[src/wrs_pkg.sv]
// ----------------------------------------------------------------------------
// wrs_pkg: shared types and constants of the weighted roulette select unit
// Sizes of the weight store, the scale of the shares and the derived widths,
// the result status codes, the controller states and the command/status
// structs between controller and datapath.
// ----------------------------------------------------------------------------
package wrs_pkg;

  // Store depth and scale of the per-entry shares.
  localparam int MAX_ENTRIES = 64;
  localparam int SCALE       = 1000;

  // Fixed field widths of the stream items.
  localparam int WEIGHT_W  = 16;
  localparam int PICK_W    = 10;
  localparam int OUT_IDX_W = 6;
  localparam int STATUS_W  = 2;
  localparam int IN_DATA_W  = 32;  // weight and pick, padded to whole bytes
  localparam int OUT_DATA_W = 8;   // chosen index and status

  // Derived widths.
  localparam int IDX_W   = (MAX_ENTRIES > 2) ? $clog2(MAX_ENTRIES) : 1;
  localparam int CNT_W   = $clog2(MAX_ENTRIES + 1);
  localparam int TOT_W   = WEIGHT_W + IDX_W;
  localparam int SCALE_W = $clog2(SCALE + 1);
  localparam int PROD_W  = WEIGHT_W + SCALE_W;
  localparam int DCNT_W  = $clog2(PROD_W);
  localparam int RUN_W   = SCALE_W + 1;
  localparam int CMP_W   = (RUN_W > PICK_W) ? RUN_W : PICK_W;

  // Result status codes.
  typedef enum logic [STATUS_W-1:0] {
    ST_OK    = 2'd0,
    ST_EMPTY = 2'd1,
    ST_ZERO  = 2'd2
  } status_t;

  // Controller states.
  typedef enum logic [2:0] {
    S_LOAD,
    S_READ,
    S_MUL,
    S_DIV,
    S_ACC,
    S_DONE
  } state_t;

  // Commands from the controller to the datapath.
  typedef struct packed {
    logic load;       // input channel open
    logic rd;         // read the current entry
    logic walk_end;   // walk ran out: choose the last entry
    logic div_init;   // scale the entry and load the divider
    logic div_step;   // one restoring division step
    logic acc;        // add the share to the running total
    logic finish;     // write the result register, clear the list
  } cmd_t;

  // Status from the datapath to the controller.
  typedef struct packed {
    logic last_acc;   // last item taken in this cycle
    logic res_ok;     // that list needs a walk
    logic walk_last;  // current index is the final entry
    logic div_done;   // final division step in this cycle
    logic hit;        // running total reaches the pick
    logic out_free;   // result register can take a result
  } stat_t;

endpackage

[src/weighted_roulette_select_unit.sv]
// ----------------------------------------------------------------------------
// weighted_roulette_select_unit: weighted roulette wheel selection
// Loads a list of weights, then walks them with scaled shares and returns
// the first index whose running share total reaches the pick.
//
//   Channel  Direction  Payload
//   in_*     input      tdata: weight[15:0], pick[25:16]; tuser: entry_valid;
//                       tlast: is_last
//   out_*    output     tdata: chosen_index[5:0], status[7:6]
//
// Items that are not last are taken one per cycle. A last item of a list
// with a nonzero total starts the walk: each entry it divides is read,
// scaled, run through 26 divider steps and accumulated, and the final entry
// is taken undivided; the result is written once the output register is free.
// Reset is synchronous and active low; it empties the list and drops a
// pending result. While a stalled result sits in the output register, the
// next walk completes and then waits, and the input stays closed until the
// output register frees up.
// ----------------------------------------------------------------------------
module weighted_roulette_select_unit
  import wrs_pkg::*;
(
  input  logic                  clk,
  input  logic                  rst_n,
  input  logic                  in_tvalid,
  output logic                  in_tready,
  input  logic [IN_DATA_W-1:0]  in_tdata,   // weight, pick, zero padding
  input  logic                  in_tuser,   // entry_valid
  input  logic                  in_tlast,   // is_last
  output logic                  out_tvalid,
  input  logic                  out_tready,
  output logic [OUT_DATA_W-1:0] out_tdata   // chosen_index, status
);

  cmd_t  cmd;
  stat_t stat;

  // Sequencer.
  wrs_ctrl u_ctrl (
    .clk   (clk),
    .rst_n (rst_n),
    .stat  (stat),
    .cmd   (cmd)
  );

  // Store, divider and output register.
  wrs_datapath u_datapath (
    .clk        (clk),
    .rst_n      (rst_n),
    .cmd        (cmd),
    .stat       (stat),
    .in_tvalid  (in_tvalid),
    .in_tready  (in_tready),
    .in_tdata   (in_tdata),
    .in_tuser   (in_tuser),
    .in_tlast   (in_tlast),
    .out_tvalid (out_tvalid),
    .out_tready (out_tready),
    .out_tdata  (out_tdata)
  );

endmodule

[src/wrs_ctrl.sv]
// ----------------------------------------------------------------------------
// wrs_ctrl: controller of the weighted roulette select unit
// Sequences loading, the walk over the stored weights (read, scale, divide,
// accumulate) and the hand-off of the result to the output register.
// ----------------------------------------------------------------------------
module wrs_ctrl
  import wrs_pkg::*;
(
  input  logic  clk,
  input  logic  rst_n,
  input  stat_t stat,
  output cmd_t  cmd
);

  state_t state_r;
  state_t state_nxt;

  // State register.
  always_ff @(posedge clk) begin
    if (!rst_n) begin
      state_r <= S_LOAD;
    end else begin
      state_r <= state_nxt;
    end
  end

  // Next state and commands.
  always_comb begin
    state_nxt = state_r;
    cmd       = '0;
    unique case (state_r)
      S_LOAD: begin
        cmd.load = 1'b1;
        if (stat.last_acc) begin
          state_nxt = stat.res_ok ? S_READ : S_DONE;
        end
      end
      S_READ: begin
        if (stat.walk_last) begin
          cmd.walk_end = 1'b1;
          state_nxt    = S_DONE;
        end else begin
          cmd.rd    = 1'b1;
          state_nxt = S_MUL;
        end
      end
      S_MUL: begin
        cmd.div_init = 1'b1;
        state_nxt    = S_DIV;
      end
      S_DIV: begin
        cmd.div_step = 1'b1;
        if (stat.div_done) begin
          state_nxt = S_ACC;
        end
      end
      S_ACC: begin
        cmd.acc   = 1'b1;
        state_nxt = stat.hit ? S_DONE : S_READ;
      end
      S_DONE: begin
        if (stat.out_free) begin
          cmd.finish = 1'b1;
          state_nxt  = S_LOAD;
        end
      end
      default: begin
        state_nxt = S_LOAD;
      end
    endcase
  end

endmodule

[src/wrs_datapath.sv]
// ----------------------------------------------------------------------------
// wrs_datapath: datapath of the weighted roulette select unit
// Weight store, entry count and weight total, a registered scaling multiply,
// a restoring divider that takes one quotient bit per cycle, the running
// total with its compare against the pick, and the output register.
// ----------------------------------------------------------------------------
module wrs_datapath
  import wrs_pkg::*;
(
  input  logic                  clk,
  input  logic                  rst_n,
  input  cmd_t                  cmd,
  output stat_t                 stat,
  input  logic                  in_tvalid,
  output logic                  in_tready,
  input  logic [IN_DATA_W-1:0]  in_tdata,
  input  logic                  in_tuser,
  input  logic                  in_tlast,
  output logic                  out_tvalid,
  input  logic                  out_tready,
  output logic [OUT_DATA_W-1:0] out_tdata
);

  logic [WEIGHT_W-1:0] mem [MAX_ENTRIES];

  logic [CNT_W-1:0]    count_r;
  logic [TOT_W-1:0]    total_r;
  logic [PICK_W-1:0]   pick_r;
  logic [IDX_W-1:0]    idx_r;
  logic [IDX_W-1:0]    sel_r;
  status_t             res_status_r;
  logic [WEIGHT_W-1:0] rdata_r;
  logic [TOT_W-1:0]    rem_r;
  logic [PROD_W-1:0]   dvd_r;
  logic [DCNT_W-1:0]   dcnt_r;
  logic [RUN_W-1:0]    running_r;
  logic                out_valid_r;
  logic [OUT_IDX_W-1:0] out_index_r;
  status_t             out_status_r;

  logic [WEIGHT_W-1:0] in_weight;
  logic [PICK_W-1:0]   in_pick;
  logic                accept;
  logic                add_en;
  logic [TOT_W-1:0]    total_nxt;
  logic [CNT_W-1:0]    count_nxt;
  status_t             res_status_nxt;
  logic [TOT_W:0]      rem_sh;
  logic [TOT_W:0]      rem_diff;
  logic                q_bit;
  logic [RUN_W-1:0]    running_nxt;
  logic [CNT_W-1:0]    idx_inc;
  logic [CNT_W-1:0]    last_idx;
  logic [IDX_W+OUT_IDX_W-1:0] sel_ext;

  // Input unpacking and the load handshake.
  assign in_weight = in_tdata[WEIGHT_W-1:0];
  assign in_pick   = in_tdata[WEIGHT_W +: PICK_W];
  assign in_tready = cmd.load;
  assign accept    = in_tvalid && cmd.load;
  assign add_en    = accept && in_tuser && (count_r < CNT_W'(MAX_ENTRIES));
  assign total_nxt = total_r + TOT_W'(in_weight);
  assign count_nxt = count_r + CNT_W'(1);

  // Outcome of a list, taken from the count and total including this item.
  always_comb begin
    if ((count_r == '0) && !add_en) begin
      res_status_nxt = ST_EMPTY;
    end else if ((add_en ? total_nxt : total_r) == '0) begin
      res_status_nxt = ST_ZERO;
    end else begin
      res_status_nxt = ST_OK;
    end
  end

  // Weight store write port.
  always_ff @(posedge clk) begin
    if (add_en) begin
      mem[count_r[IDX_W-1:0]] <= in_weight;
    end
  end

  // Weight store read port with registered data.
  always_ff @(posedge clk) begin
    if (cmd.rd) begin
      rdata_r <= mem[idx_r];
    end
  end

  // Entry count and weight total.
  always_ff @(posedge clk) begin
    if (!rst_n) begin
      count_r <= '0;
      total_r <= '0;
    end else if (cmd.finish) begin
      count_r <= '0;
      total_r <= '0;
    end else if (add_en) begin
      count_r <= count_nxt;
      total_r <= total_nxt;
    end
  end

  // Walk bookkeeping: pick, index, running total and selected entry.
  assign idx_inc     = CNT_W'(idx_r) + CNT_W'(1);
  assign last_idx    = count_r - CNT_W'(1);
  assign running_nxt = running_r + dvd_r[RUN_W-1:0];

  always_ff @(posedge clk) begin
    if (accept && in_tlast) begin
      pick_r       <= in_pick;
      res_status_r <= res_status_nxt;
      idx_r        <= '0;
      sel_r        <= '0;
      running_r    <= '0;
    end else begin
      if (cmd.walk_end) begin
        sel_r <= last_idx[IDX_W-1:0];
      end
      if (cmd.acc) begin
        running_r <= running_nxt;
        if (stat.hit) begin
          sel_r <= idx_r;
        end else begin
          idx_r <= idx_inc[IDX_W-1:0];
        end
      end
    end
  end

  // Restoring divider: share = weight * SCALE / total, one bit per cycle.
  assign rem_sh   = {rem_r, dvd_r[PROD_W-1]};
  assign rem_diff = rem_sh - {1'b0, total_r};
  assign q_bit    = (rem_sh >= {1'b0, total_r});

  always_ff @(posedge clk) begin
    if (cmd.div_init) begin
      dvd_r  <= PROD_W'(rdata_r) * PROD_W'(SCALE);
      rem_r  <= '0;
      dcnt_r <= '0;
    end else if (cmd.div_step) begin
      dvd_r  <= {dvd_r[PROD_W-2:0], q_bit};
      rem_r  <= q_bit ? rem_diff[TOT_W-1:0] : rem_sh[TOT_W-1:0];
      dcnt_r <= dcnt_r + DCNT_W'(1);
    end
  end

  // Output register; it frees up in the cycle its transfer completes.
  assign sel_ext = {{OUT_IDX_W{1'b0}}, sel_r};

  always_ff @(posedge clk) begin
    if (!rst_n) begin
      out_valid_r <= 1'b0;
    end else if (cmd.finish) begin
      out_valid_r <= 1'b1;
    end else if (out_tready) begin
      out_valid_r <= 1'b0;
    end
  end

  always_ff @(posedge clk) begin
    if (cmd.finish) begin
      out_index_r  <= sel_ext[OUT_IDX_W-1:0];
      out_status_r <= res_status_r;
    end
  end

  assign out_tvalid = out_valid_r;
  assign out_tdata  = {out_status_r, out_index_r};

  // Status toward the controller.
  assign stat.last_acc  = accept && in_tlast;
  assign stat.res_ok    = (res_status_nxt == ST_OK);
  assign stat.walk_last = (idx_inc >= count_r);
  assign stat.div_done  = (dcnt_r == DCNT_W'(PROD_W - 1));
  assign stat.hit       = (CMP_W'(running_nxt) >= CMP_W'(pick_r));
  assign stat.out_free  = !out_valid_r || out_tready;

endmodule

[config.mk]
export PLATFORM = sky130hd
export DESIGN_NAME = weighted_roulette_select_unit
export DESIGN_NICKNAME = d
export VERILOG_FILES = /design/src/wrs_pkg.sv /design/src/weighted_roulette_select_unit.sv /design/src/wrs_ctrl.sv /design/src/wrs_datapath.sv
export SDC_FILE = /design/constraint.sdc
export NUM_CORES = 1
export LEC_CHECK = 0
export BUFFER_PORTS_ARGS = -buffer_cell sky130_fd_sc_hd__clkbuf_2
export CAP_MARGIN = 20
export CORE_MARGIN = 2
export CORE_UTILIZATION = 35
export CTS_BUF_LIST = sky130_fd_sc_hd__clkbuf_4
export DETAILED_ROUTE_END_ITERATION = 6
export PLACE_DENSITY = 0.5
export REMOVE_ABC_BUFFERS = 1
export SETUP_SLACK_MARGIN = 0.2
export SYNTH_ARGS = -nofsm -noshare
export SYNTH_HDL_FRONTEND = slang
export SYNTH_HIERARCHICAL = 1
export SYNTH_SLANG_ARGS = --single-unit
[constraint.sdc]
create_clock -name clk -period 4.65 [get_ports clk]
set_clock_uncertainty 0.05 [all_clocks]
set_input_delay 0.6975 -clock clk [delete_from_list [all_inputs] [get_ports clk]]
set_output_delay 0.6975 -clock clk [all_outputs]
set_load 0.01 [all_outputs]
==> results_dict.tcl <==
set metrics [dict create \
    outcome "finished clean" \
    vias 27423 \
    path_clk_slew_ns 0.06 \
    cp-start-kind "flip-flop" \
    whs_ns 0.137 \
    p_clk_frac 0.286 \
    ys_seq_elements 1169 \
    synthTopCellsByArea "edfxtp_1, mux4_2, dfxtp_1" \
    place_area_sq_mm 0.0538 \
    io_pins 48 \
    cap_violations 0 \
    period_needed_ns 4.54 \
    path_cells "fa_1 > inv_2 > fa_2 > fa_1 > fa_1 > inv_2 > ha_4 > a21oi_4 > nor2_2 > o31ai_4 > a31oi_4 > a211o_1 > a21oi_2 > xor2_1 > o21ai_0" \
    netlist_instances 2756 \
    finish.utilization 0.407 \
    synth_ff_type "edfxtp_1" \
    finalWorstSetupSlack_ns 0.109 \
    synth_top_area_frac 0.646 \
    route.detailed.drc 0 \
    wl_mm 130 \
    cp_slowest_cell "fa_1" \
    grt_pass1_vias 28961 \
    die_x_um 383 \
    tightest_slew_ns 1.05 \
    cpPeakStageDelay_ns 0.59 \
    path_common_cell "fa_1" \
    drt_pass1_iterations 5 \
    crit_start "u_datapath/rdata_r[0]" \
    r2r_start "u_datapath/rdata_r[0]" \
    dieHeight_um 383 \
    finalCritPeriodShare 0.977 \
    yosys_warnings 6 \
    placed_cells 4734 \
    mostFrequentLayoutCell "edfxtp_1" \
    p_per_area_mw_per_mm2 533 \
    synth.avg_cell_area_sq_um 18.3 \
    place_hpwl_mm 80.0 \
    final-hold-violation-count 0 \
    fp.coreArea_sq_mm 0.143 \
    grt_overflow 0 \
    syn_area_sq_mm 0.0503 \
    fin_nets 3418 \
    setup_viol 0 \
    dieArea_sq_mm 0.147 \
    wl_per_cell_um 24.4 \
    grt_max_degree 81 \
    cts_sinks 1169 \
    p_comb_frac 0.326 \
    cp_top_family "adder cells" \
    hold_start "in_tdata[12]" \
    synth_top_cell_by_area "edfxtp_1" \
    path_max_fanout 3 \
    viasPerCell 5.16 \
    cp.required_ns 5.44 \
    portBuffers 41 \
    hp-class "in2reg" \
    ir_drop_mv 0.386 \
    rsz0062_at_grt "yes" \
    fin_cells 5319 \
    internal_power_mw 21.3 \
    cp.arrival_ns 5.33 \
    p_switching_mw 9.69 \
    gp_congestion 0.815 \
    post-place-ws_ns -0.172 \
    mostFrequentLayoutCells "edfxtp_1, clkbuf_4, mux4_2, nor2_1, buf_4" \
    rows 139 \
    total_power_mw 31.0 \
    synth.distinct_cells 78 \
    design_area_sq_mm 0.0582 \
    drive_above_1_share 0.329 \
    numCtsBuffers 329 \
    slew_violations 0 \
    final.fill_count 12991 \
    area_growth_pct 15.7 \
    grtUsageTotal 0.178 \
    leakage_nw 19.4 \
    cts_root_buf "clkbuf_4" \
    antenna_found_initial 10 \
    slew_headroom 0.302 \
    grt_pass1_wl_mm 190 \
    async_flop_share 0 \
    fmax_ghz 0.220 \
    drt_iter0_drc 1953 \
    switching_share 0.312 \
    clk_latency_ns 1.25 \
    cts_max_level 5 \
    clock_path_buffers 4 \
    end_kind "flip-flop" \
    tns_ns 0 \
    postRouteAntennaNets 0 \
    cp.buffers_inverters 2 \
    start_util 0.351 \
    critPathKind "reg2reg" \
    synth_seq_area_share 0.681 \
    cts_tree "yes" \
    synth-edff-count 1083 \
    p_seq_frac 0.388 \
]
-- synthesized netlist by cell type (all sizes together) (7+ instances only) --
master / number
fa: 57
a21oi: 71
nand2: 90
o21a: 8
nor4: 7
nor2b: 9
or3: 7
xnor2: 56
and2: 9
a211oi: 29
mux4: 336
o21ai: 55
nor2: 180
nor3: 17
and3: 13
clkbuf: 84
edfxtp: 1083
buf: 42
ha: 124
o31ai: 8
a21o: 29
inv: 142
a31oi: 15
nand3: 32
o21bai: 8
mux2i: 26
nand4: 14
xor2: 24
nand2b: 10
dfxtp: 86
-- final timing paths --
path	to	slack [ns]	cells past startpoint
hold reg to reg	u_datapath/out_status_r[0]	0.37	0
setup reg to reg	u_datapath/dvd_r[22]	0.11	15
hold / removal	u_datapath/mem[48][12]	0.14	2
setup / recovery	u_datapath/dvd_r[22]	0.11	15
-- routing by layer --
layer	part of all wire	wire [um]	GRT usage	vias to the layer above
li1	-	-	-	12067
met1	0.43	56300	0.236	14327
met2	0.49	64100	0.294	798
met3	0.050	6460	0.0343	225
met4	0.022	2790	0.0587	6
met5	0.00029	38	0	-
-- worst reg2reg max path: cells and delay by family, from the launching register on --
kind	cells	cell delay [ns]
xor+xnor	1	0.19
flops	1	0.42
fa+ha+maj	5	2.32
compound gates	6	1.06
buf+inv	2	0.10
simple gates	1	0.07
-- state kept, by name (all words and copies together), names as in the netlist --
signal,cells
u_datapath/mem,1024
u_datapath/dvd_r,26
u_datapath/rem_r,22
u_datapath/total_r,22
u_datapath/rdata_r,16
u_datapath/running_r,11
u_datapath/pick_r,10
u_datapath/count_r,7
u_datapath/idx_r,6
u_datapath/out_index_r,6
u_datapath/sel_r,6
u_datapath/dcnt_r,5
u_ctrl/state_r,3
u_datapath/out_status_r,2
u_datapath/res_status_r,2
u_datapath/out_tvalid,1
-- repair_timing --
| item | CTS | global route |
|---|---|---|
| hold buffers | 29 | 0 |
| setup buffers | 7 | 1 |
| hold endpoints to repair | 137 | 0 |
| gates resized for setup | 28 | 32 |
| pin swaps | 25 | 30 |
| endpoints found under the setup margin | 9 | 20 |
-- cell families after synthesis --
logic type	synth area share
xor gates and xnor gates	0.0139
adders and majority gates	0.0535
DFF	0.681
muxes	0.156
AOI/OAI and AO/OA	0.0354
and+or+nand+nor	0.0392
buffers and inverters	0.0212
-- layout make-up --
class,count,area (sq um),share of cell area
tap,1903,2380,0.0409
clock inverter,51,221,0.00380
clock buffer,481,3610,0.0620
multi-input combinational,1317,15300,0.262
inverter,144,541,0.00928
antenna,16,40.0,0.000688
timing repair buffer,238,1900,0.0326
sequential,1169,34300,0.588
-- power by group through the flow --
stage | registers (mW) | clock network (mW) | logic, mW
after floorplan | 12.5 | 0 | 6.53
after global placement | 12.3 | 0 | 9.39
after detailed placement | 12.3 | 0 | 9.51
after CTS | 12.0 | 9.21 | 9.86
after global routing | 12.1 | 9.74 | 11.1
final | 12.0 | 8.87 | 10.1
(Power assumes the default switching activity.)
